File: src/hw/rtl/wcmf_pkg.sv
// Shared constants, types and helper functions for the window filter.
package wcmf_pkg;

    localparam int MaxWidth   = 256;
    localparam int MaxHeight  = 256;
    localparam int MaxWindow  = 7;
    localparam int ColW       = $clog2(MaxWidth);
    localparam int RowW       = $clog2(MaxHeight);
    localparam int AddrW      = RowW + ColW;
    localparam int MaxTaps    = MaxWindow * MaxWindow;
    localparam int TapW       = $clog2(MaxTaps + 1);
    localparam int SumW       = 8 + TapW;
    localparam int AccW       = 16;

    // configuration register indexes
    localparam logic [1:0] CfgKernel = 2'd0;
    localparam logic [1:0] CfgWindow = 2'd1;
    localparam logic [1:0] CfgWidth  = 2'd2;
    localparam logic [1:0] CfgHeight = 2'd3;

    // kernel_select codes
    localparam logic [3:0] KsAverage  = 4'd0;
    localparam logic [3:0] KsMedian   = 4'd1;
    localparam logic [3:0] KsFirstFix = 4'd2;
    localparam logic [3:0] KsLastFix  = 4'd9;

    // fixed 3x3 kernels, index [mode][row*3+col], 4-bit signed
    typedef logic signed [3:0] t_coef;
    function automatic t_coef kern_coef(input logic [2:0] mode, input logic [3:0] pos);
        t_coef k [8][9];
        k[0] = '{-4'sd1, -4'sd1, -4'sd1,  4'sd1,  4'sd1,  4'sd1,  4'sd0,  4'sd0,  4'sd0};
        k[1] = '{-4'sd1, -4'sd1, -4'sd1,  4'sd0,  4'sd0,  4'sd0,  4'sd1,  4'sd1,  4'sd1};
        k[2] = '{-4'sd1,  4'sd1,  4'sd0, -4'sd1,  4'sd1,  4'sd0, -4'sd1,  4'sd1,  4'sd0};
        k[3] = '{-4'sd1, -4'sd1, -4'sd1, -4'sd1,  4'sd7, -4'sd1, -4'sd1, -4'sd1, -4'sd1};
        k[4] = '{ 4'sd1,  4'sd1,  4'sd1,  4'sd1, -4'sd8,  4'sd1,  4'sd1,  4'sd1,  4'sd1};
        k[5] = '{-4'sd1,  4'sd0,  4'sd1, -4'sd1,  4'sd0,  4'sd1, -4'sd1,  4'sd0,  4'sd1};
        k[6] = '{-4'sd1, -4'sd2, -4'sd1,  4'sd0,  4'sd0,  4'sd0,  4'sd1,  4'sd2,  4'sd1};
        k[7] = '{-4'sd1,  4'sd0,  4'sd1, -4'sd2,  4'sd0,  4'sd2, -4'sd1,  4'sd0,  4'sd1};
        if (pos < 4'd9) begin
            return k[mode][pos];
        end
        return 4'sd0;
    endfunction

    // centre weight 8 does not fit 4-bit signed; flag it
    function automatic logic kern_is_eight(input logic [2:0] mode, input logic [3:0] pos);
        return (mode == 3'd3) && (pos == 4'd4);
    endfunction

    // mirrored then clamped tap coordinate; limit is 1..256
    function automatic logic [7:0] tap_coord(input logic [7:0] ctr, input logic signed [3:0] off,
                                             input logic [8:0] limit);
        logic signed [10:0] v;
        logic signed [10:0] lim;
        lim = $signed({2'b00, limit});
        v = $signed({3'b000, ctr}) + 11'(off);
        if (v < 0 || v >= lim) begin
            v = $signed({3'b000, ctr}) - 11'(off);
        end
        if (v < 0) begin
            v = '0;
        end
        if (v >= lim) begin
            v = lim - 11'sd1;
        end
        return v[7:0];
    endfunction

    typedef struct packed {
        logic [3:0] ksel;
        logic [2:0] n;
        logic [8:0] w;
        logic [8:0] h;
    } t_cfg;

endpackage

File: src/hw/rtl/wcmf_divider.sv
// Restoring serial divider: one quotient bit per cycle.
module wcmf_divider (
    input  logic                      i_clk,
    input  logic                      i_rst_n,
    input  logic                      i_start,
    input  logic [wcmf_pkg::SumW-1:0] i_dividend,
    input  logic [wcmf_pkg::TapW-1:0] i_divisor,
    output logic                      o_done,
    output logic [wcmf_pkg::SumW-1:0] o_quot
);
    import wcmf_pkg::*;

    localparam int CntW = $clog2(SumW + 1);

    logic [SumW-1:0] r_quot, n_quot;
    logic [TapW:0]   r_rem, n_rem;
    logic [TapW-1:0] r_dsr;
    logic [CntW-1:0] r_cnt, n_cnt;
    logic            r_busy, n_busy, r_done, n_done;
    logic [TapW:0]   trial;

    // one shift-subtract step
    always_comb begin
        n_quot = r_quot;
        n_rem  = r_rem;
        n_cnt  = r_cnt;
        n_busy = r_busy;
        n_done = 1'b0;
        trial  = {r_rem[TapW-1:0], r_quot[SumW-1]};
        if (i_start) begin
            n_quot = i_dividend;
            n_rem  = '0;
            n_cnt  = CntW'(SumW);
            n_busy = 1'b1;
        end else if (r_busy) begin
            if (trial >= {1'b0, r_dsr}) begin
                n_rem = trial - {1'b0, r_dsr};
                n_quot = {r_quot[SumW-2:0], 1'b1};
            end else begin
                n_rem = trial;
                n_quot = {r_quot[SumW-2:0], 1'b0};
            end
            n_cnt = r_cnt - 1'b1;
            if (r_cnt == CntW'(1)) begin
                n_busy = 1'b0;
                n_done = 1'b1;
            end
        end
    end

    always_ff @(posedge i_clk) begin
        if (!i_rst_n) begin
            r_busy <= 1'b0;
            r_done <= 1'b0;
            r_cnt  <= '0;
        end else begin
            r_busy <= n_busy;
            r_done <= n_done;
            r_cnt  <= n_cnt;
        end
        r_quot <= n_quot;
        r_rem  <= n_rem;
        if (i_start) begin
            r_dsr <= i_divisor;
        end
    end

    assign o_done = r_done;
    assign o_quot = r_quot;
endmodule

File: config.mk
export PLATFORM = sky130hd
export DESIGN_NAME = wcmf_divider
export DESIGN_NICKNAME = d
export VERILOG_FILES = /design/src/hw/rtl/wcmf_pkg.sv /design/src/hw/rtl/wcmf_divider.sv
export SDC_FILE = /design/constraint.sdc
export NUM_CORES = 1
export LEC_CHECK = 0
export BUFFER_PORTS_ARGS = -buffer_cell sky130_fd_sc_hd__buf_2
export CORE_ASPECT_RATIO = 2
export CORE_MARGIN = 2
export CORE_UTILIZATION = 41
export CTS_CLUSTER_SIZE = 16
export DETAILED_ROUTE_END_ITERATION = 12
export SLEW_MARGIN = 20
export SYNTH_ARGS = -nofsm -noshare
export SYNTH_HDL_FRONTEND = slang
export SYNTH_SLANG_ARGS = --single-unit
File: constraint.sdc
create_clock -name i_clk -period 2.8 [get_ports i_clk]
set_clock_uncertainty 0.05 [all_clocks]
set_input_delay 0 -clock i_clk [delete_from_list [all_inputs] [get_ports i_clk]]
set_output_delay 0 -clock i_clk [all_outputs]
set_load 0.01 [all_outputs]
==> results_tabular.tex, run 1 <==
\begin{tabular}{lr}
\hline
Metric & Value \\
\hline
\multicolumn{2}{l}{\textbf{Outcome}} \\
\quad Run status & complete, no violations \\
\multicolumn{2}{l}{\textbf{STA}} \\
\quad Transition time at the pin with the least slew margin & 698 ps \\
\quad Number of max-slew violations in the final report & 0 \\
\quad Number of endpoints failing setup at the final stage & 0 \\
\quad Hold Fails Final Rpt & 0 \\
\quad Shortest period the worst path allows & approximately 2300 ps \\
\quad Worst hold margin & 235 ps \\
\quad Fraction of the cycle the final worst path needs & about four fifths \\
\quad Highest attainable clock frequency & around 440 MHz \\
\quad Setup TNS & 0 ps \\
\quad Headroom to the max-slew limit & between 50\% and 60\% \\
\quad Setup repair after global routing missed its margin & no \\
\multicolumn{2}{l}{\textbf{Global routing}} \\
\quad Overall global routing resource usage & 17.2\% \\
\quad Gr ovfl total & 0 \\
\quad Pin count of the biggest net entering global routing & 38 \\
\quad First-pass GRT wire length & 5850 um \\
\quad Number of antenna violations at the first check in global routing & 0 \\
\quad Number of global-route vias before repair & 1331 \\
\multicolumn{2}{l}{\textbf{Floorplan}} \\
\quad Die area & around 4500 um2 \\
\quad Floorplan Core Area & 3840 um2 \\
\quad Die width & roughly 49 um \\
\quad Die height & 93.1 um \\
\quad Row count & 32 \\
\quad Initial Utilization & 42.4\% \\
\quad Boundary pin count & 38 \\
\multicolumn{2}{l}{\textbf{Clock tree}} \\
\quad Clock-pin slew on the worst setup and hold paths & 70 ps \\
\quad Skew-Pair Late Insertion Delay & slightly below 300 ps \\
\quad Post-CTS repair timing setup buffer count & 0 \\
\quad TritonCTS clock tree & done \\
\quad H-tree depth reported by CTS & 2 \\
\quad Cell chosen for the clock root & sky130\_fd\_sc\_hd\_\_clkbuf\_8 \\
\quad Buffer levels on the longest clock path & 2 \\
\quad Number of clock sinks seen by CTS & 32 \\
\quad Number of buffers created by CTS & 5 \\
\multicolumn{2}{l}{\textbf{Power}} \\
\quad Internal power & 0.917 mW \\
\quad Overall power after layout & 1.25 mW \\
\quad Reported leakage power & 0.918 nW \\
\quad Switching power & 0.331 mW \\
\quad Power density relative to cell area & just under 600 nW/um2 \\
\quad Proportion of power drawn by the clock network & 31.2\% \\
\quad Sequential share of power & 47.0\% \\
\quad Fraction of power consumed by combinational cells & between 20\% and 30\% \\
\quad Worst vdd rail ir drop & 0.498 mV \\
\quad Sw Ratio & 26.5\% \\
\multicolumn{2}{l}{\textbf{Cells and area}} \\
\quad Post-layout net count & 232 \\
\quad Fin util & 56.1\% \\
\quad Non-Filler Cell Area, Final & 2160 um2 \\
\quad Area growth from synthesis to layout & 32.4\% \\
\quad Layout cells sized above 1 & a little under a third \\
\quad Antenna cells & 0 \\
\multicolumn{2}{l}{\textbf{Detailed routing}} \\
\quad Count of unresolved DRC violations after routing & 0 \\
\quad Via density per instance & just under 5 \\
\quad Routed length per placed instance & 14.3 um \\
\quad Number of routed nets with antenna violations & 0 \\
\quad Wirelength, routed & roughly 3600 um \\
\quad Number of iterations in the first detailed-routing pass & 4 \\
\quad Number of design-rule violations left by the first detailed-router iteration & 19 \\
\quad Vias after detailed routing & 1226 \\
\multicolumn{2}{l}{\textbf{Critical path}} \\
\quad Element type at the critical path end & flop \\
\quad Critical path startpoint category & flop \\
\quad Biggest fanout along the worst timing path & 10 \\
\quad Type of the setup path with the least slack & flop to flop \\
\quad Crit path required time & approximately 3000 ps \\
\quad Arrival time at the worst endpoint & 2380 ps \\
\multicolumn{2}{l}{\textbf{Yosys}} \\
\quad Main area contributors after synthesis & sky130\_fd\_sc\_hd\_\_edfxtp\_1, sky130\_fd\_sc\_hd\_\_dfxtp\_1, sky130\_fd\_sc\_hd\_\_mux2\_2, sky130\_fd\_sc\_hd\_\_ha\_1, sky130\_fd\_sc\_hd\_\_nor2\_1 \\
\quad Combined area of all synthesized cells & 1630 um2 \\
\quad Average cell area after synthesis & 11.6 um2 \\
\quad Net count after synthesis & 173 \\
\quad Count of synthesis-stage warnings from yosys & 0 \\
\quad Area share of the largest cell type after synthesis & 36.9\% \\
\quad Share of the yosys chip area belonging to registers & 51.6\% \\
\quad Number of enable flip-flop cells after synthesis & 20 \\
\quad Async SR Flop Fraction & 0\% \\
\quad Cell type contributing the most total cell area after synthesis & sky130\_fd\_sc\_hd\_\_edfxtp\_1 \\
\quad Number of register bits inferred by synthesis & 32 \\
\quad Syn Inst Count & 140 \\
\quad Flip-flop cell with the highest count after synthesis & sky130\_fd\_sc\_hd\_\_edfxtp\_1 \\
\quad Number of distinct library cells after synthesis & 33 \\
\multicolumn{2}{l}{\textbf{Placement}} \\
\quad Placer's final routability congestion estimate & 0.713 \\
\quad Post-placement cell area & 1850 um2 \\
\quad IO buf count & 37 \\
\quad Post-DP HPWL & 2390 um \\
\multicolumn{2}{l}{\textbf{Hold path}} \\
\quad Class of the tightest hold or removal check & input pin to flop \\
\multicolumn{2}{l}{\textbf{Flow run}} \\
\quad Max-cap check violation count & 0 \\
\hline
\end{tabular}
-- repair_timing --
item / CTS / global route
gates resized for setup: 0 / 0
endpoints found under the hold margin: 26 / 0
hold buffers: 21 / 0
-- worst max-delay path, cell delays in order (launching register included) --
cell	delay (ps)
sky130_fd_sc_hd__dfxtp_1	330
sky130_fd_sc_hd__ha_1	360
sky130_fd_sc_hd__a21o_1	180
sky130_fd_sc_hd__a211o_1	290
sky130_fd_sc_hd__a41o_1	340
sky130_fd_sc_hd__nor4bb_1	190
sky130_fd_sc_hd__or3_1	390
-- cells in the mapped netlist, types with 2 or more instances --
master,n
sky130_fd_sc_hd__dfxtp_1,12
sky130_fd_sc_hd__clkbuf_1,2
sky130_fd_sc_hd__xnor2_1,3
sky130_fd_sc_hd__ha_1,9
sky130_fd_sc_hd__nor3b_1,4
sky130_fd_sc_hd__inv_1,11
sky130_fd_sc_hd__nor2b_1,3
sky130_fd_sc_hd__xor2_1,3
sky130_fd_sc_hd__edfxtp_1,20
sky130_fd_sc_hd__o21a_1,4
sky130_fd_sc_hd__or3_1,2
sky130_fd_sc_hd__mux2_2,15
sky130_fd_sc_hd__nand2_1,6
sky130_fd_sc_hd__o21ai_0,4
sky130_fd_sc_hd__nor2_1,12
sky130_fd_sc_hd__a211oi_1,4
sky130_fd_sc_hd__mux2i_1,3
sky130_fd_sc_hd__a21oi_1,6
sky130_fd_sc_hd__nand2b_1,2
sky130_fd_sc_hd__buf_1,2
-- path summary, 6_finish.rpt --
check	from	endpoint	slack (ps)	cells after the start
worst min register to register	r_rem[4]	r_rem[4]	460	2
worst max register to register	r_rem[3]	r_rem[1]	550	6
worst min-delay path	i_start	r_dsr[2]	240	1
worst max-delay path	r_rem[3]	r_rem[1]	550	6
-- final cells by class --
class,count,area (um2)
clock buffer,8,100
multi-input combinational,91,716
sequential,32,841
inverter,11,41.3
tap,51,63.8
fill,342,1690
timing repair buffer,58,395
-- per-layer routing --
metal	vias up	global-route usage, %	routed length [um]
met5	-	0	0
met4	0	10.7	110
met3	9	3.83	138
met2	30	33.3	2050
met1	571	15.8	1300
li1	616	-	-
-- metrics by stage --
stage	worst slack, ps	std cells
after floorplan	726	140
after global placement	621	222
after detailed placement	560	222
after CTS	545	251
after global routing	427	251
final	547	251
-- state kept, by name, indices dropped and copies added, names as in the netlist --
register	cells
o_quot	14
r_dsr	6
r_rem	6
r_cnt	4
o_done	1
r_busy	1
-- layout by cell type, fill, tap and decap left out, types with 2 or more instances in the layout --
| cell | netlist | layout |
|---|---|---|
| sky130_fd_sc_hd__a21oi_1 | 6 | 6 |
| sky130_fd_sc_hd__buf_2 | 1 | 37 |
| sky130_fd_sc_hd__xnor2_1 | 3 | 3 |
| sky130_fd_sc_hd__dlygate4sd3_1 | 0 | 21 |
| sky130_fd_sc_hd__a211oi_1 | 4 | 4 |
| sky130_fd_sc_hd__ha_1 | 9 | 9 |
| sky130_fd_sc_hd__or3_1 | 2 | 2 |
| sky130_fd_sc_hd__mux2_2 | 15 | 15 |
| sky130_fd_sc_hd__edfxtp_1 | 20 | 20 |
| sky130_fd_sc_hd__nand2_1 | 6 | 6 |
| sky130_fd_sc_hd__dfxtp_1 | 12 | 12 |
| sky130_fd_sc_hd__nand2b_1 | 2 | 2 |
| sky130_fd_sc_hd__nor2_1 | 12 | 12 |
| sky130_fd_sc_hd__nor3b_1 | 4 | 4 |
| sky130_fd_sc_hd__o21a_1 | 4 | 4 |
| sky130_fd_sc_hd__inv_1 | 11 | 11 |
| sky130_fd_sc_hd__mux2i_1 | 3 | 3 |
| sky130_fd_sc_hd__o21ai_0 | 4 | 4 |
| sky130_fd_sc_hd__xor2_1 | 3 | 3 |
| sky130_fd_sc_hd__clkbuf_8 | 0 | 7 |
| sky130_fd_sc_hd__nor2b_1 | 3 | 3 |
-- power groups by stage --
| stage | clock network [mW] | logic [mW] | registers (mW) |
|---|---|---|---|
| 2_1_floorplan | 0 | 0.172 | 0.596 |
| 3_3_place_gp | 0 | 0.240 | 0.595 |
| 3_5_place_dp | 0 | 0.247 | 0.597 |
| 4_1_cts | 0.399 | 0.271 | 0.587 |
| 5_1_grt | 0.415 | 0.302 | 0.594 |
| 6_report | 0.389 | 0.272 | 0.587 |
-- cells by family after synthesis --
| family | Yosys count | synth area share [%] |
|---|---|---|
| AO/OA/AOI/OAI | 23 | 9.37 |
| XOR/XNOR | 6 | 3.23 |
| adder cells (fa/ha/maj) | 10 | 8.14 |
| buffers and inverters | 17 | 4.45 |
| flip-flops | 32 | 51.6 |
| multiplexers | 18 | 12.2 |
| AND/OR/NAND/NOR | 34 | 11.0 |
No activity file was read; power rests on OpenSTA's default activity.
==> run 2, diff against run 1 <==
clock period = 2.3 ns   (was 2.8 ns; I/O delays follow)
==> run 2 against run 1 <==
Against the previous run:
- clock power grew 5.7%
- maximum frequency increased by 6.4%
- worst hold slack worse by 120 ps
- critical path depth is 2 higher
- global-route usage is 0.35 points lower
- first-iteration DRC count grew 16%
- sequential share of layout area is essentially flat
- non-clock buffer count increased by 2
- cell count rose by 0.80%
- count of clock-buffer cells in the layout down 3
- power up 17%
==> results_tabular.tex, run 2 (same netlist as run 1, synthesis figures left out) <==
\begin{tabular}{lr}
\hline
Metric & Value \\
\hline
\multicolumn{2}{l}{\textbf{Outcome}} \\
\quad Run status & complete, no violations \\
\multicolumn{2}{l}{\textbf{Global routing}} \\
\quad Overall global routing resource usage & 16.9\% (-0.35 points) \\
\quad Number of antenna violations at the first check in global routing & 0 (unchanged) \\
\quad First-pass GRT wire length & 5770 um (-1.4\%) \\
\quad Met3 GRT Util & 3.99\% (+0.16 points) \\
\quad Pin count of the biggest net entering global routing & 23 (-39\%) \\
\quad Top Usage Layer GRT & met2 \\
\quad Met2 routing resource usage after global routing & 33.9\% (+0.58 points) \\
\quad Global-route met1 utilization & 15.6\% (-0.14 points) \\
\quad Number of global-route vias before repair & 1223 (-8.1\%) \\
\quad Gr ovfl total & 0 (unchanged) \\
\multicolumn{2}{l}{\textbf{Clock tree}} \\
\quad Post-CTS repair timing setup buffer count & 0 (unchanged) \\
\quad Clock-pin slew on the worst setup and hold paths & 70 ps (about the same) \\
\quad Number of clock sinks seen by CTS & 32 (unchanged) \\
\quad Skew-Pair Late Insertion Delay & 280 ps (about the same) \\
\quad Number of buffers created by CTS & 5 (unchanged) \\
\quad Cell chosen for the clock root & sky130\_fd\_sc\_hd\_\_clkbuf\_8 \\
\quad Buffer levels on the longest clock path & 2 (unchanged) \\
\quad TritonCTS clock tree & done \\
\quad Quantity of gates resized following cts & 0 (unchanged) \\
\quad H-tree depth reported by CTS & 2 (unchanged) \\
\multicolumn{2}{l}{\textbf{Critical path}} \\
\quad Critical path's top delay family & compound AO/OA/AOI/OAI gates \\
\quad Type of the setup path with the least slack & flop to flop \\
\quad Critical path startpoint category & flop \\
\quad Startpoint of the worst register-to-register path & o\_quot[13] \\
\quad Crit path max-delay cell type & sky130\_fd\_sc\_hd\_\_edfxtp\_1 \\
\quad Worst path cell trace & inv\_1 > ha\_1 > nor2b\_1 > o21ai\_0 > a41o\_1 > buf\_4 > nor3\_1 > or3\_1 \\
\quad Maximum cell stage delay along the critical path & 400 ps (about the same) \\
\quad Arrival time at the worst endpoint & 2220 ps (-160 ps) \\
\quad R2R Setup Slk & 180 ps (-370 ps) \\
\quad Biggest fanout along the worst timing path & 6 (-4) \\
\quad Number of cells traversed by the worst register-to-register path & 8 (+2) \\
\quad Buffers \& Inverters on Critical Path & 2 (+2) \\
\quad End of the critical path & r\_rem[1] \\
\quad Critical path origin & o\_quot[13] \\
\quad Crit path required time & 2410 ps (-510 ps) \\
\quad Endpoint of the lowest-slack register-to-register path & r\_rem[1] \\
\quad Element type at the critical path end & flop \\
\quad Number of gates on the worst path with buffers counted & 8 (+2) \\
\multicolumn{2}{l}{\textbf{Power}} \\
\quad Reported leakage power & 0.921 nW (+0.40\%) \\
\quad Worst vdd rail ir drop & 0.424 mV (-15\%) \\
\quad Power density relative to cell area & 678 nW/um2 (+17\%) \\
\multicolumn{2}{l}{\textbf{STA}} \\
\quad Shortest period the worst path allows & 2120 ps (-135 ps) \\
\quad Fraction of the cycle the final worst path needs & 92.1\% (+12 points) \\
\quad Headroom to the max-slew limit & 54.6\% (+1.1 points) \\
\quad Number of max-slew violations in the final report & 0 (unchanged) \\
\quad Setup TNS & 0 ps (unchanged) \\
\quad Highest attainable clock frequency & 472 MHz (+6.4\%) \\
\quad Number of endpoints failing setup at the final stage & 0 (unchanged) \\
\quad Hold Fails Final Rpt & 0 (unchanged) \\
\quad Setup repair after global routing missed its margin & no \\
\quad Transition time at the pin with the least slew margin & 681 ps (-17.5 ps) \\
\multicolumn{2}{l}{\textbf{Detailed routing}} \\
\quad Via density per instance & 4.91 (+0.42\%) \\
\quad Routed length per placed instance & 13.9 um (-2.6\%) \\
\quad Count of unresolved DRC violations after routing & 0 (unchanged) \\
\quad Number of iterations in the first detailed-routing pass & 4 (unchanged) \\
\quad Number of routed nets with antenna violations & 0 (unchanged) \\
\quad Number of design-rule violations left by the first detailed-router iteration & 22 (+3) \\
\quad Wirelength, routed & 3530 um (-1.8\%) \\
\quad Vias after detailed routing & 1241 (+1.2\%) \\
\multicolumn{2}{l}{\textbf{Cells and area}} \\
\quad Commonest cells after routing, fill and taps aside & sky130\_fd\_sc\_hd\_\_buf\_2, sky130\_fd\_sc\_hd\_\_dlygate4sd3\_1, sky130\_fd\_sc\_hd\_\_edfxtp\_1 \\
\quad Antenna cells & 0 (unchanged) \\
\quad Max reg flops & 14 (unchanged) \\
\quad Most common library cell in the layout ignoring fill and taps & sky130\_fd\_sc\_hd\_\_buf\_2 \\
\quad Area growth from synthesis to layout & 32.3\% \\
\quad Non-Filler Cell Area, Final & 2150 um2 (-0.12\%) \\
\quad Layout cells sized above 1 & 30.7\% (+0.69 points) \\
\quad Post-layout net count & 234 (+0.86\%) \\
\multicolumn{2}{l}{\textbf{Placement}} \\
\quad Post-DP HPWL & 2410 um (+0.55\%) \\
\quad IO buf count & 37 (unchanged) \\
\quad Placer's final routability congestion estimate & 0.778 (+9.1\%) \\
\quad Post-placement cell area & 1860 um2 (+0.81\%) \\
\multicolumn{2}{l}{\textbf{Floorplan}} \\
\quad Floorplan Core Area & 3840 um2 (unchanged) \\
\quad Die width & 48.6 um (unchanged) \\
\quad Boundary pin count & 38 (unchanged) \\
\quad Row count & 32 (unchanged) \\
\quad Die height & 93.1 um (unchanged) \\
\quad Initial Utilization & 42.4\% (unchanged) \\
\quad Die area & 4520 um2 (unchanged) \\
\multicolumn{2}{l}{\textbf{Flow run}} \\
\quad Max-cap check violation count & 0 (unchanged) \\
\multicolumn{2}{l}{\textbf{Hold path}} \\
\quad Class of the tightest hold or removal check & input pin to flop \\
\hline
\end{tabular}
-- run 2: cell types whose count changed in the layout (fill, tap and decap cells not counted), sizes merged --
| cell | previous run | this run |
|---|---|---|
| buf | 37 | 39 |
| clkbuf | 8 | 5 |
| clkinv | 0 | 3 |
-- run 2: what timing repair did --
action / 4_1_cts / 5_1_grt
hold buffers: 20 / 1
setup endpoints to repair: 0 / 0
endpoints found under the hold margin: 25 / 1
-- run 2: layout make-up --
cell class	count	area, um2
fill	358	1690
sequential	32	841
multi-input combinational	91	716
timing repair buffer	60	410
clock buffer	5	68.8
tap	51	63.8
inverter	11	41.3
clock inverter	3	13.8
-- run 2: worst min path at each step --
stage / start / slack, ps / cells past startpoint / to
2_1_floorplan: i_divisor[0] / 50 / 0 / r_dsr[0]
3_3_place_gp: i_divisor[2] / 130 / 1 / r_dsr[2]
3_5_place_dp: i_divisor[2] / 130 / 1 / r_dsr[2]
4_1_cts: i_dividend[0] / 9 / 2 / o_quot[0]
5_1_grt: i_start / 110 / 1 / r_dsr[5]
6_report: i_start / 120 / 1 / r_dsr[5]
-- run 2: per-stage QoR --
step / hold slack (ps) / instances / worst slack, ps / utilization, % / total power, mW
after floorplan: 48.9 / 140 / 226 / - / 0.936
after global placement: 127 / 224 / 269 / 48.4 / 1.03
after detailed placement: 129 / 224 / 186 / 48.4 / 1.04
after CTS: 8.90 / 252 / 180 / 55.8 / 1.47
after global routing: 113 / 253 / 43.3 / 56.1 / 1.55
final: 118 / 253 / 181 / 56.1 / 1.46
-- run 2: routing by layer --
metal | routed length (um) | vias up | share of wire, %
met2 | 2080 | 37 | 59
met5 | 0 | - | 0
met3 | 136 | 8 | 3.9
met1 | 1240 | 576 | 35
met4 | 75 | 0 | 2.1
li1 | - | 620 | -
-- run 2: report_power, final --
part / total [mW] / internal, mW / switching [mW]
clock network: 0.411 / 0.205 / 0.205
registers: 0.714 / 0.674 / 0.0397
logic: 0.337 / 0.174 / 0.163
total: 1.46 / 1.05 / 0.408
